===== src/design/alrm_pkg.sv =====
// Shared constants, codes and types of the audio loop recorder and mixer.
package alrm_pkg;

   localparam int LOOP_DEPTH = 262144;
   localparam int ADDR_W     = $clog2(LOOP_DEPTH);
   localparam int LEN_W      = ADDR_W + 1;
   localparam int WORD_W     = 32;
   localparam int SAMPLE_W   = 16;
   localparam int LIVE_LSB   = 2;
   localparam int COUNT_W    = 3;

   localparam logic [ADDR_W-1:0] ADDR_LAST  = ADDR_W'(LOOP_DEPTH - 1);
   localparam logic [LEN_W-1:0]  LEN_RESET  = LEN_W'(LOOP_DEPTH);

   localparam logic [COUNT_W-1:0] CLICK_RESTART   = 3'd1;
   localparam logic [COUNT_W-1:0] CLICK_RESTARTED = 3'd2;
   localparam logic [COUNT_W-1:0] CLICK_FIX_LEN   = 3'd3;
   localparam logic [COUNT_W-1:0] CLICK_LEN_FIXED = 3'd4;
   localparam logic [COUNT_W-1:0] CLICK_MAX       = 3'd7;

   typedef enum logic {
      REQ_SAMPLE = 1'b0,
      REQ_CLICK  = 1'b1
   } req_kind_type;

   typedef struct packed {
      logic [ADDR_W-1:0]   addr;
      logic [SAMPLE_W-1:0] live;
      logic                rec;
   } loop_op_type;

endpackage


===== src/design/alrm_queue.sv =====
// Two-entry queue of loop operations between the front and back ends.
module alrm_queue (
   input  logic                  clock,
   input  logic                  reset,
   input  logic                  push_valid,
   output logic                  push_ready,
   input  alrm_pkg::loop_op_type push_data,
   output logic                  pop_valid,
   input  logic                  pop_ready,
   output alrm_pkg::loop_op_type pop_data
);
   import alrm_pkg::*;

   loop_op_type entry_ff [2];
   logic        wr_ptr_ff, wr_ptr_in;
   logic        rd_ptr_ff, rd_ptr_in;
   logic [1:0]  count_ff, count_in;
   logic        push;
   logic        pop;

   assign push_ready = (count_ff != 2'd2);
   assign pop_valid  = (count_ff != 2'd0);
   assign pop_data   = entry_ff[rd_ptr_ff];
   assign push       = push_valid && push_ready;
   assign pop        = pop_valid && pop_ready;

   always_comb begin
      wr_ptr_in = push ? !wr_ptr_ff : wr_ptr_ff;
      rd_ptr_in = pop ? !rd_ptr_ff : rd_ptr_ff;
      count_in  = count_ff;
      if (push && !pop) begin
         count_in = count_ff + 2'd1;
      end else if (pop && !push) begin
         count_in = count_ff - 2'd1;
      end
   end

   always_ff @(posedge clock) begin
      if (push) begin
         entry_ff[wr_ptr_ff] <= push_data;
      end
   end

   always_ff @(posedge clock) begin
      if (reset) begin
         wr_ptr_ff <= 1'b0;
         rd_ptr_ff <= 1'b0;
         count_ff  <= '0;
      end else begin
         wr_ptr_ff <= wr_ptr_in;
         rd_ptr_ff <= rd_ptr_in;
         count_ff  <= count_in;
      end
   end

   a_count_bound: assert property (@(posedge clock) disable iff (reset)
      (count_ff != 2'd3))
      else $error("queue count beyond its depth");

endmodule


===== config.mk =====
export PLATFORM = sky130hd
export DESIGN_NAME = alrm_queue
export DESIGN_NICKNAME = d
export VERILOG_FILES = /design/src/design/alrm_pkg.sv /design/src/design/alrm_queue.sv
export SDC_FILE = /design/constraint.sdc
export NUM_CORES = 1
export LEC_CHECK = 0
export BUFFER_PORTS_ARGS = -buffer_cell sky130_fd_sc_hd__buf_2
export CAP_MARGIN = 10
export CORE_AREA = 2 2 77 79
export CTS_CLUSTER_DIAMETER = 80
export DETAILED_ROUTE_END_ITERATION = 6
export DIE_AREA = 0 0 79 81
export PLACE_DENSITY = 0.72
export REMOVE_ABC_BUFFERS = 1
export SETUP_SLACK_MARGIN = 0.1
export SYNTH_ARGS = -nofsm -noshare
export SYNTH_HDL_FRONTEND = slang
export SYNTH_SLANG_ARGS = --single-unit

===== constraint.sdc =====
create_clock -name clock -period 2.2 [get_ports clock]
set_input_delay 0.44 -clock clock [delete_from_list [all_inputs] [get_ports clock]]
set_output_delay 0.44 -clock clock [all_outputs]
set_load 0.01 [all_outputs]

==> reports/metrics.cfg <==
[outcome]
status = completed

[clock_tree]
cts_hold_buffers = 0
post_cts_buffers = 0
cts_buffers = 9
clkSinkCount = 75
clockBufferDepth = 2
cts_resized = 0
insertion_delay_ns = 0.34
clk_pin_slew_ns = 0.08
tritoncts = done
cts_root_buf = clkbuf_8
htreeDepth = 3

[grt]
grt_overflow = 0
grt_max_degree = 21
grt_pass1_wl_mm = 6.56
grt_pass1_vias = 1350
track_usage = 0.142
antenna_found_initial = 0

[finish]
num_antenna_cells = 0
final_common_cell = buf_2
design_area_um2 = 3470
drive_gt1_frac = 0.591
stdcell_count = 300
final.fill_count = 465
area_growth_pct = 26.8
layout_common_cells = 75 x buf_2, 70 x edfxtp_1, 35 x mux2_2
nets = 260

[synthesis]
post_synth.cell_area_avg_um2 = 20.6
synth_top_cell_by_area = edfxtp_1
synth-seq-cells = 75
netlist_instances = 133
synth_top_area_share = 0.767
ys_seq_area_frac = 0.804
synthDistinctLibCells = 17
synth.area.top_cells = edfxtp_1 77%, mux2_2 14%, dfxtp_1 3.7%
netlist_area_um2 = 2740
ys_warn_count = 0

[setup_path]
rr_worst_depth = 5
r2r_start = count_ff[0]
critPathKind = reg2out
cp-end-kind = output pin
arrival_ns = 1.46
r2r_slack_ns = 0.59
slowest_stage = mux2_2
crit_required_ns = 1.76
slowest_delay_ns = 0.38
timing.rr.end = count_ff[1]
cp-start-kind = register
cp_cell_sequence = buf_4, mux2_2, buf_2
crit_path_max_fanout = 19
crit_end = pop_data[14]

[pwr]
p_sw_frac = 0.254
leakagePower_nw = 1.32
p_switching_mw = 1.03
p_int_mw = 3.00
p_per_area_nw_per_um2 = 1160
ir_drop_v = 0.000633
seq_power_share = 0.457
pwr-share-comb = 0.241
clkPwrFrac = 0.302

[detailed_routing]
num_vias = 1437
wl_per_cell_um = 14.6
met2_length_mm = 1.99
drc_errors = 0
dr.pass1.iters = 4
wl_met3_um = 345
antenna_left = 0
drt-initial-drc-count = 78
routed.top_layer = met4
wl_met1_mm = 1.97
totalWireLength_mm = 4.38
viasPerCell = 4.79

[placement]
io_buffers = 75
dp.cells = 284
gp_congestion = 0.663
dpl_cell_area_um2 = 3240
place_hpwl_mm = 2.92

[sta]
finalSetupTns_ns = 0
rsz0062_at_grt = false
clock.fmax_ghz = 0.526
finalSetupViolCount = 0
skew_ns = 0.00711
worstMarginPinSlew_ns = 0.423
whs_ns = 0.287
slew_headroom = 0.718
fin_crit_sh = 0.865
maxSlewViolCount = 0
hold_viol = 0
fin_crit_ns = 1.90

[floorplan]
core_um2 = 5680
io_pins = 76
die_h_um = 81
dieArea_um2 = 6400
rows = 28
die_w_um = 79
start_util = 0.483

[flow_run]
maxCapViolations = 0

[min_path]
hold_class = in2reg

-- worst min path at each step --
| stage | start | endpoint | slack (ns) | cells after the start |
|---|---|---|---|---|
| after CTS | push_data[34] | entry_ff[0][34] | 0.28 | 1 |
| after global placement | rd_ptr_ff | rd_ptr_ff | 0.50 | 2 |
| after detailed placement | rd_ptr_ff | rd_ptr_ff | 0.50 | 2 |
| after floorplan | count_ff[1] | count_ff[1] | 0.47 | 2 |
| final | push_data[20] | entry_ff[1][20] | 0.29 | 1 |
| after global routing | push_data[1] | entry_ff[0][1] | 0.27 | 1 |
-- routing by layer --
metal,global-route usage,vias up
li1,-,691
met1,0.189,684
met2,0.205,55
met3,0.0478,7
met4,0.0828,0
met5,0,-
-- metrics by stage --
step / util / power (mW) / worst slack [ns]
2_1_floorplan: - / 2.47 / 0.265
3_3_place_gp: 0.571 / 2.84 / 0.617
3_5_place_dp: 0.571 / 2.86 / 0.557
4_1_cts: 0.612 / 4.07 / 0.264
5_1_grt: 0.612 / 4.23 / 0.229
6_report: 0.612 / 4.03 / 0.297
-- cells by family (layout without fill, tap and decap cells) --
kind of cell | Yosys count | after routing | synth area share
AOI/OAI and AO/OA | 5 | 5 | 0.0110
xor gates and xnor gates | 3 | 3 | 0.00960
adders and majority gates | 1 | 1 | 0.00457
buffers and inverters | 5 | 97 | 0.00868
DFF | 75 | 75 | 0.804
muxes | 35 | 35 | 0.144
and+or+nand+nor | 9 | 9 | 0.0183
-- cell type report --
cell class	count	area, um^2	area share
well taps	75	93.8	0.0270
flip-flops and latches	75	2200	0.635
multi-input cells	53	514	0.148
clock inverters	6	104	0.0299
repair buffers	80	425	0.123
clock buffers	10	128	0.0368
inverters	1	3.75	0.00108
-- power by group through the flow --
stage | Combinational [mW] | Clock, mW | Sequential (mW)
global route | 1.05 | 1.32 | 1.86
finish | 0.971 | 1.22 | 1.84
floorplan | 0.551 | 0 | 1.92
global placement | 0.980 | 0 | 1.86
CTS | 0.989 | 1.24 | 1.84
detailed placement | 0.985 | 0 | 1.87
-- Yosys cell counts --
| library cell | n |
|---|---|
| edfxtp_1 | 70 |
| mux2_2 | 35 |
| dfxtp_1 | 5 |
| buf_2 | 4 |
| nor2_1 | 3 |
| xor2_1 | 3 |
| a21oi_1 | 2 |
| o21ai_0 | 2 |
| a21bo_2 | 1 |
| and2_1 | 1 |
| and3_1 | 1 |
| ha_1 | 1 |
| inv_1 | 1 |
| nand2b_1 | 1 |
| nand3b_1 | 1 |
| or2_2 | 1 |
| or3_1 | 1 |
-- registers in the layout, indices dropped and copies added (netlist names), named ones only --
register,cells
entry_ff,70
count_ff,2
wr_ptr_ff,1
rd_ptr_ff,1
-- critical path: cells and delay by family, from the launching register on --
| family | cells | cell delay (ns) |
|---|---|---|
| buf+inv | 2 | 0.41 |
| flops | 1 | 0.33 |
| mux | 1 | 0.38 |
Note: power is estimated with default switching activity, not from simulation.
