**src/design/alrm_pkg.sv**
```systemverilog
// Shared constants, codes and types of the audio loop recorder and mixer.
package alrm_pkg;

   localparam int LOOP_DEPTH = 262144;
   localparam int ADDR_W     = $clog2(LOOP_DEPTH);
   localparam int LEN_W      = ADDR_W + 1;
   localparam int WORD_W     = 32;
   localparam int SAMPLE_W   = 16;
   localparam int LIVE_LSB   = 2;
   localparam int COUNT_W    = 3;

   localparam logic [ADDR_W-1:0] ADDR_LAST  = ADDR_W'(LOOP_DEPTH - 1);
   localparam logic [LEN_W-1:0]  LEN_RESET  = LEN_W'(LOOP_DEPTH);

   localparam logic [COUNT_W-1:0] CLICK_RESTART   = 3'd1;
   localparam logic [COUNT_W-1:0] CLICK_RESTARTED = 3'd2;
   localparam logic [COUNT_W-1:0] CLICK_FIX_LEN   = 3'd3;
   localparam logic [COUNT_W-1:0] CLICK_LEN_FIXED = 3'd4;
   localparam logic [COUNT_W-1:0] CLICK_MAX       = 3'd7;

   typedef enum logic {
      REQ_SAMPLE = 1'b0,
      REQ_CLICK  = 1'b1
   } req_kind_type;

   typedef struct packed {
      logic [ADDR_W-1:0]   addr;
      logic [SAMPLE_W-1:0] live;
      logic                rec;
   } loop_op_type;

endpackage

```
**src/design/alrm_req_if.sv**
```systemverilog
// Request channel interface carrying clicks and sample words.
interface alrm_req_if;
   import alrm_pkg::*;

   logic                valid;
   logic                ready;
   logic                req_type;
   logic [WORD_W-1:0]   sample_word;

   modport source(output valid, req_type, sample_word, input ready);
   modport sink(input valid, req_type, sample_word, output ready);
endinterface

```
**src/design/alrm_front.sv**
```systemverilog
// Front end: accepts words, applies the click rules and issues loop operations.
module alrm_front (
   input  logic                clock,
   input  logic                reset,
   alrm_req_if.sink            req_chan,
   input  logic                clear_busy,
   output logic                push_valid,
   input  logic                push_ready,
   output alrm_pkg::loop_op_type push_data
);
   import alrm_pkg::*;

   logic [COUNT_W-1:0] click_count_ff, click_count_in;
   logic               record_ff, record_in;
   logic [ADDR_W-1:0]  pos_ff, pos_in;
   logic [LEN_W-1:0]   len_ff, len_in;

   logic               accept;
   logic               is_click;
   logic [COUNT_W-1:0] count_a;
   logic [ADDR_W-1:0]  pos_a;
   logic [LEN_W-1:0]   len_a;
   logic [COUNT_W-1:0] count_b;
   logic [LEN_W-1:0]   pos_inc;

   assign is_click       = (req_chan.req_type == REQ_CLICK);
   assign req_chan.ready = !clear_busy && push_ready;
   assign accept         = req_chan.valid && req_chan.ready;
   assign push_valid     = req_chan.valid && !clear_busy && !is_click;

   always_comb begin
      count_a = click_count_ff;
      pos_a   = pos_ff;
      if (click_count_ff == CLICK_RESTART) begin
         count_a = CLICK_RESTARTED;
         pos_a   = '0;
      end
      count_b = count_a;
      len_a   = len_ff;
      if (count_a == CLICK_FIX_LEN) begin
         count_b = CLICK_LEN_FIXED;
         len_a   = {1'b0, pos_a};
      end
      pos_inc = {1'b0, pos_a} + LEN_W'(1);
   end

   assign push_data.addr = pos_a;
   assign push_data.live = req_chan.sample_word[LIVE_LSB +: SAMPLE_W];
   assign push_data.rec  = record_ff;

   always_comb begin
      click_count_in = click_count_ff;
      record_in      = record_ff;
      pos_in         = pos_ff;
      len_in         = len_ff;
      if (accept) begin
         if (is_click) begin
            if (click_count_ff != CLICK_MAX) begin
               click_count_in = click_count_ff + COUNT_W'(1);
            end
            record_in = !record_ff;
         end else begin
            click_count_in = count_b;
            len_in         = len_a;
            pos_in         = (pos_inc >= len_a) ? '0 : pos_inc[ADDR_W-1:0];
         end
      end
   end

   always_ff @(posedge clock) begin
      if (reset) begin
         click_count_ff <= '0;
         record_ff      <= 1'b0;
         pos_ff         <= '0;
         len_ff         <= LEN_RESET;
      end else begin
         click_count_ff <= click_count_in;
         record_ff      <= record_in;
         pos_ff         <= pos_in;
         len_ff         <= len_in;
      end
   end

   a_pos_in_loop: assert property (@(posedge clock) disable iff (reset)
      (({1'b0, pos_ff} < len_ff) || (pos_ff == '0)))
      else $error("loop position outside the loop length");

   a_sample_settles_count: assert property (@(posedge clock) disable iff (reset)
      (accept && !is_click) |=>
         (click_count_ff != CLICK_RESTART) && (click_count_ff != CLICK_FIX_LEN))
      else $error("click rule left pending after a sample");

   a_no_accept_in_clear: assert property (@(posedge clock) disable iff (reset)
      clear_busy |-> !accept)
      else $error("word accepted during the store clearing pass");

endmodule

```
**src/flat_wrapper.sv**
```systemverilog
// flat-port wrapper written by rule: the top's interface ports become plain ports
module alrm_front_flat import alrm_pkg::*;
  (clock, reset, clear_busy, push_valid, push_ready, push_data, req_chan_valid, req_chan_req_type, req_chan_sample_word, req_chan_ready);
  alrm_req_if req_chan_i ();
  input  logic clock;
  input  logic reset;
  input  logic clear_busy;
  output logic push_valid;
  input  logic push_ready;
  output alrm_pkg::loop_op_type push_data;
  input wire logic [$bits(req_chan_i.valid)-1:0] req_chan_valid;
  input wire logic [$bits(req_chan_i.req_type)-1:0] req_chan_req_type;
  input wire logic [$bits(req_chan_i.sample_word)-1:0] req_chan_sample_word;
  output wire logic [$bits(req_chan_i.ready)-1:0] req_chan_ready;
  assign req_chan_i.valid = req_chan_valid;
  assign req_chan_i.req_type = req_chan_req_type;
  assign req_chan_i.sample_word = req_chan_sample_word;
  assign req_chan_ready = req_chan_i.ready;
  alrm_front u_core (.clock(clock), .reset(reset), .req_chan(req_chan_i), .clear_busy(clear_busy), .push_valid(push_valid), .push_ready(push_ready), .push_data(push_data));
endmodule
```
**config.mk**
```make
export PLATFORM = sky130hd
export DESIGN_NAME = alrm_front_flat
export DESIGN_NICKNAME = d
export VERILOG_FILES = /design/src/design/alrm_pkg.sv /design/src/design/alrm_req_if.sv /design/src/design/alrm_front.sv /design/src/flat_wrapper.sv
export SDC_FILE = /design/constraint.sdc
export NUM_CORES = 1
export LEC_CHECK = 0
export BUFFER_PORTS_ARGS = -buffer_cell sky130_fd_sc_hd__buf_2
export CORE_ASPECT_RATIO = 1.25
export CORE_MARGIN = 5
export CORE_UTILIZATION = 48
export DETAILED_ROUTE_END_ITERATION = 6
export GPL_TIMING_DRIVEN = 0
export HOLD_SLACK_MARGIN = 0.12
export PLACE_DENSITY = 0.77
export SLEW_MARGIN = 25
export SYNTH_ARGS = -nofsm -noshare
export SYNTH_HDL_FRONTEND = slang
export SYNTH_SLANG_ARGS = --single-unit
```
**constraint.sdc**
```tcl
create_clock -name clock -period 4.1 [get_ports clock]
set_input_delay 0.82 -clock clock [delete_from_list [all_inputs] [get_ports clock]]
set_output_delay 0.82 -clock clock [all_outputs]
set_load 0.03 [all_outputs]
```
==> results of run 1 <==
[power groups by stage]
stage	clock network [mW]	logic, mW	registers (mW)
floorplan	0	0.0561	0.410
global placement	0	0.0734	0.410
detailed placement	0	0.0741	0.411
CTS	0.398	0.0759	0.401
global route	0.414	0.0863	0.402
finish	0.398	0.0802	0.402
[what timing repair did]
item                                    4_1_cts  5_1_grt
endpoints found under the setup margin       18       15
resized for setup                            10       15
pin swaps                                     6       12
buffers inserted                              4       14
[critical path, cell delays in order, from the launching register on]
cell and delay, ns:
dfxtp_2 0.35, inv_2 0.05, ha_4 0.16, nand2b_4 0.13, nand2_4 0.08, inv_4 0.08
ha_4 0.16, nand4_4 0.11, nand4bb_4 0.22, or4_4 0.53, or3_4 0.44, nor3_4 0.19
ha_1 0.28, a211oi_2 0.19, nand2_1 0.12, a211oi_4 0.33, and2_4 0.24, nand2_4 0.05
o311ai_2 0.26
[layer usage]
layer | wire length [µm] | vias up
met4 | 92 | 0
met2 | 3640 | 72
li1 | - | 1356
met3 | 399 | 10
met5 | 0 | -
met1 | 3020 | 1264
[kinds of logic (layout without fill, tap and decap cells)]
family                   Yosys count  after routing  synth area share
AND/OR/NAND/NOR                  144            144             0.245
flip-flops                        41             41             0.304
AO/OA/AOI/OAI                     83             83             0.185
XOR/XNOR                          17             17            0.0579
buffers and inverters             56            120             0.102
adder cells (fa/ha/maj)           23             23             0.106
[stage by stage]
stage                     instances  TNS (ns)  power (mW)  hold slack (ns)
final                           492         0       0.880            0.467
after global routing            492    -0.511       0.903            0.500
after CTS                       479         0       0.875            0.476
after detailed placement        468     -7.35       0.485            0.457
after global placement          468     -6.72       0.484            0.439
after floorplan                 364         0       0.466            0.426
[how the worst max path moves through the flow]
stage	endpoint	slack, ns
after floorplan	u_core.pos_ff[3]$_SDFFE_PP0P_	0.02
after global placement	u_core.pos_ff[13]$_SDFFE_PP0P_	-0.46
after detailed placement	u_core.pos_ff[13]$_SDFFE_PP0P_	-0.50
after CTS	u_core.pos_ff[3]$_SDFFE_PP0P_	0.09
after global routing	u_core.pos_ff[0]$_SDFFE_PP0P_	-0.1
final	u_core.pos_ff[3]$_SDFFE_PP0P_	0.05
[registers in the layout (all words and copies together), names as in the netlist]
register               flops
u_core.record_ff           1
u_core.len_ff             19
u_core.click_count_ff      3
u_core.pos_ff             18
[cell type report]
class	instances	area (µm²)	area share
multi-input cells	267	1750	0.514
flip-flops and latches	41	825	0.243
repair buffers	58	335	0.0986
plain buffers	30	184	0.0541
inverters	24	95.1	0.0280
well taps	64	80.1	0.0236
clock buffers	5	68.8	0.0202
clock inverters	3	65.1	0.0191
[cells in the final DEF (no fill, tap or decap), types with 4 or more instances in the layout]
cell / netlist / layout
nor2_1: 67 / 67
a21oi_1: 47 / 47
buf_2: 1 / 40
dfxtp_1: 41 / 38
buf_4: 17 / 35
nand2_1: 33 / 30
inv_1: 24 / 21
ha_1: 23 / 21
a22o_1: 13 / 13
xnor2_1: 12 / 12
nand3_1: 10 / 10
clkbuf_1: 10 / 9
nand4_1: 8 / 8
o21ai_0: 8 / 7
clkbuf_8: 0 / 5
nand2b_1: 5 / 4
xor2_1: 4 / 4
==> flow_summary.toml, run 1 <==
[outcome]
status = "complete, no violations"

[logic_synthesis]
synth_top_cell_area_share = 0.304
yosysTopAreaCell = "dfxtp_1"
synth-edff-count = 0
syn_avg_cell_area_um2 = 7.42
syn_area_mm2 = 0.00270
yosysMostFrequentCell = "nor2_1"
ys.flop_type = "dfxtp_1"
async_flop_share = 0
yosys_register_bits = 41
synth_nets = 425
synthTopCellsByCount = "nor2_1, a21oi_1, dfxtp_1"
netlist_instances = 364
yosys_warnings = 0
yosysSeqAreaShare = 0.304
yosysUniqueCellTypes = 38
synth_area_leaders = "dfxtp_1, ha_1, nor2_1"

[timing]
slew_headroom = 0.595
final_max_slew_viol_count = 0
final-setup-viol-count = 0
period_needed_ns = 4.05
finalHoldViolCount = 0
max_slew.worst_pin.slew_ns = 0.602
rsz0062_at_grt = "yes"
fin_crit_sh = 0.988
max_freq_mhz = 247
setup_slack_ns = 0.0511
clock_skew_ns = 0.0156

[die]
ios = 75
core_area_mm2 = 0.00544
die_area_mm2 = 0.00724
rows = 30
initial_core_util = 0.497
die_y_um = 93.9
die_w_um = 77.1

[run]
drv_cap = 0

[placed_design]
gp_congestion = 0.852
io_buffers = 40
dp_slack_ns = -0.495
place_hpwl_mm = 5.07
place_area_mm2 = 0.00303

[grt]
gr-total-overflow = 0
grt_first_pass_wirelength_mm = 11.6
grt_util_met2 = 0.339
gr-usage-met1 = 0.229
grt_pass1_vias = 2534
antenna_found_initial = 0
grt_max_degree = 14
met3_usage = 0.0441
busiest_layer = "met2"
grtUsageTotal = 0.194

[power_and_ir_drop]
p_sw_frac = 0.235
seq_power_share = 0.457
p_leak_nw = 1.57
power.density_mw_per_mm2 = 259
p_switching_uw = 207
ir_drop_mv = 0.187
p_clk_frac = 0.452
comb_power_share = 0.091
power.internal_uw = 673

[final_layout]
fin_nets = 488
syn_to_final_growth_pct = 25.8
layout-drive-gt1-share = 0.257
filler_cell_count = 468
final_design_area_no_fill_mm2 = 0.00340
fin_util = 0.625
diodes = 0

[min_path]
hold_depth = 1
hp-start = "u_core.len_ff[18]$_SDFFE_PP1P_"
worstHoldPathType = "reg -> reg"
whs_endpoint = "u_core.len_ff[18]$_SDFFE_PP1P_"

[critical_path]
crit_required_ns = 4.32
end_kind = "register"
rrSetupSlack_ns = 0.05
crit_path_start_kind = "register"
critPathMaxFanout = 6
rr_startpoint = "u_core.click_count_ff[1]$_SDFFE_PP0P_"
cp.arrival_ns = 4.27
startpoint = "u_core.click_count_ff[1]$_SDFFE_PP0P_"
ff2ff_path_depth = 18
crit_type = "reg -> reg"
r2r_end = "u_core.pos_ff[3]$_SDFFE_PP0P_"

[clocking]
cts_tree = "built"
cts_made_buffers = 5
path_clk_slew_ns = 0.09
holdBufCountCts = 0
root_buffer = "clkbuf_8"
clockBufferDepth = 2
clk_latency_ns = 0.31
htreeDepth = 2
cts.sinks = 41

[detailed_routing]
drt_iter0_drc = 162
dr.pass1.iters = 4
post_drt_wl_per_cell_um = 14.5
drc = 0
wirelength_mm = 7.15
ant_nets = 0
viasPerCell = 5.49
vias = 2702
Note: power is estimated with default switching activity, not from simulation.
==> run 2, diff against run 1 <==
--- a/config.mk
+++ b/config.mk
@@ -9,9 +9,9 @@
 export CORE_ASPECT_RATIO = 1.25
 export CORE_MARGIN = 5
-export CORE_UTILIZATION = 48
+export CORE_UTILIZATION = 40
 export DETAILED_ROUTE_END_ITERATION = 6
 export GPL_TIMING_DRIVEN = 0
 export HOLD_SLACK_MARGIN = 0.12
-export PLACE_DENSITY = 0.77
+export PLACE_DENSITY = 0.66
 export SLEW_MARGIN = 25
 export SYNTH_ARGS = -nofsm -noshare
==> constraint.sdc (replaced) <==
create_clock -name clock -period 4.1 [get_ports clock]
set_input_delay 0.615 -clock clock [delete_from_list [all_inputs] [get_ports clock]]
set_output_delay 0.615 -clock clock [all_outputs]
set_load 0.03 [all_outputs]
==> run 2 against run 1 <==
Effect of this change:
- sequential cell count stayed put
- hold slack improved by 0.0078 ns
- routed wire length up 4.0%
- critical endpoint is now u_core.pos_ff[11]$_SDFFE_PP0P_
- utilization decreased by 11 points
- maximum frequency up 1.3%
- sequential power barely moved
- worst setup slack improved by 0.052 ns
- final cell count increased by 4.9%
- via count down 1.6%
- highest routed layer unchanged
- sequential share of layout area down 0.091 points
==> flow_summary.toml, run 2 (synthesized netlist as in run 1, its figures left out) <==
[clocking]
cts_tree = "built"
root_buffer = "clkbuf_8"
clk_latency_ns = 0.30
htreeDepth = 2
cts.sinks = 41
cts_made_buffers = 5
holdBufCountCts = 0
clockBufferDepth = 2
path_clk_slew_ns = 0.09

[die]
ios = 75
core_area_mm2 = 0.00657
die_area_mm2 = 0.00851
initial_core_util = 0.412
die_y_um = 102
rows = 33
die_w_um = 83.5

[timing]
finalHoldViolCount = 0
final-setup-viol-count = 0
final_max_slew_viol_count = 0
max_freq_mhz = 250
holdWs_ns = 0.475
max_slew.worst_pin.slew_ns = 0.665
clock_skew_ns = 0.0101
period_needed_ns = 4.00
slew_headroom = 0.555
fin_crit_sh = 0.975

[final_layout]
diodes = 0
layout-drive-gt1-share = 0.252
largest_reg_flops = 19
top_register = "u_core.len_ff"
reg_top3 = "u_core.len_ff (19), u_core.pos_ff (18), u_core.click_count_ff (3)"
fin_nets = 489
final_cells = 516
final_common_cell = "nor2_1"
filler_cell_count = 665
syn_to_final_growth_pct = 25.9
mostFrequentLayoutCells = "nor2_1, a21oi_1, buf_2, dfxtp_1, buf_4"

[grt]
grt_max_degree = 13
gr-total-overflow = 0
grt_first_pass_wirelength_mm = 11.7
antenna_found_initial = 0
grt_pass1_vias = 2528
grtUsageTotal = 0.169

[min_path]
hold_depth = 1
worstHoldPathType = "reg -> reg"
hp-start = "u_core.len_ff[18]$_SDFFE_PP1P_"
whs_endpoint = "u_core.len_ff[18]$_SDFFE_PP1P_"

[detailed_routing]
ant_nets = 0
vias = 2658
wirelength_mm = 7.43
dr.pass1.iters = 4
drc = 0
drt_iter0_drc = 147
viasPerCell = 5.15
post_drt_wl_per_cell_um = 14.4

[critical_path]
rrSetupSlack_ns = 0.10
rr_startpoint = "u_core.click_count_ff[1]$_SDFFE_PP0P_"
crit_type = "reg -> reg"
crit_path_start_kind = "register"
cp.arrival_ns = 4.24
r2r_end = "u_core.pos_ff[11]$_SDFFE_PP0P_"
crit_required_ns = 4.34
critPathMaxFanout = 5
ff2ff_path_depth = 19
end_kind = "register"

[run]
drv_cap = 0

[power_and_ir_drop]
ir_drop_mv = 0.138
power.density_mw_per_mm2 = 229
p_leak_nw = 1.55

[placed_design]
dp.cells = 491
io_buffers = 40
place_hpwl_mm = 5.39
gp_congestion = 0.876

[outcome]
status = "complete, no violations"
[run 2: cell count changes in the layout (fill, tap and decap cells not counted), moves of 2 or more]
cell,change
bufinv_16,-2
clkbuf_8,+2
dfxtp_1,+2
dfxtp_2,-2
[run 2: worst max-delay path by stage]
stage                                          start                        endpoint  slack, ns  cells past startpoint
6_report       u_core.click_count_ff[1]$_SDFFE_PP0P_  u_core.pos_ff[11]$_SDFFE_PP0P_       0.10                     19
5_1_grt        u_core.click_count_ff[1]$_SDFFE_PP0P_  u_core.pos_ff[11]$_SDFFE_PP0P_      -0.07                     19
4_1_cts        u_core.click_count_ff[1]$_SDFFE_PP0P_   u_core.pos_ff[3]$_SDFFE_PP0P_       0.01                     19
3_5_place_dp   u_core.click_count_ff[1]$_SDFFE_PP0P_  u_core.pos_ff[10]$_SDFFE_PP0P_      -0.56                     20
3_3_place_gp   u_core.click_count_ff[1]$_SDFFE_PP0P_  u_core.pos_ff[13]$_SDFFE_PP0P_      -0.55                     20
2_1_floorplan  u_core.click_count_ff[1]$_SDFFE_PP0P_   u_core.pos_ff[3]$_SDFFE_PP0P_       0.02                     20
[run 2: where the power goes]
group | switching (mW) | total, mW | leakage (nW) | internal [mW]
clock | 0.143 | 0.295 | 0.0542 | 0.152
combinational | 0.0486 | 0.0809 | 1.16 | 0.0323
sequential | 0.00219 | 0.402 | 0.331 | 0.399
[run 2: critical path: stages (launching register included)]
cell and delay, ns:
dfxtp_2 0.34, inv_1 0.07, ha_4 0.17, nand2b_4 0.11
nand2_4 0.07, inv_4 0.08, ha_4 0.16, nand4_4 0.12
nand4bb_4 0.22, or4_4 0.44, or3_4 0.42, nor3_2 0.19
ha_1 0.29, a211oi_2 0.20, nand2_1 0.12, a211oi_4 0.29
buf_4 0.17, and2_4 0.19, clkbuf_16 0.15, a22o_1 0.14
[run 2: layout make-up]
class                           count  area, µm²  share of cell area
Buffer                             30        188              0.0552
Sequential cell                    41        822               0.242
Timing Repair Buffer               59        360               0.106
Clock inverter                      1       5.00             0.00147
Multi-Input combinational cell    267       1730               0.508
Clock buffer                        7       96.3              0.0283
Inverter                           24       95.1              0.0280
Tap cell                           87        109              0.0320
[run 2: routing by layer]
metal / up-vias / wire (µm) / GRT usage
met4: 0 / 94 / 0.0631
li1: 1357 / - / -
met2: 55 / 3820 / 0.311
met1: 1240 / 3160 / 0.192
met5: - / 0 / 0
met3: 6 / 358 / 0.0387
[run 2: what timing repair did]
item | in CTS | in global routing
pin swaps | 8 | 9
gates resized for setup | 11 | 8
endpoints found under the setup margin | 18 | 15
gates cloned | 0 | 1
buffers inserted | 5 | 14
[run 2: metrics by stage]
step	power [mW]	setup TNS, ns	utilization	setup slack, ns	area, µm²
2_1_floorplan	0.466	0	-	0.0184	2750
3_3_place_gp	0.484	-8.11	0.466	-0.549	3060
3_5_place_dp	0.485	-8.43	0.466	-0.560	3060
4_1_cts	0.782	0	0.494	0.0103	3240
5_1_grt	0.811	-0.339	0.518	-0.0703	3400
6_report	0.778	0	0.518	0.103	3400
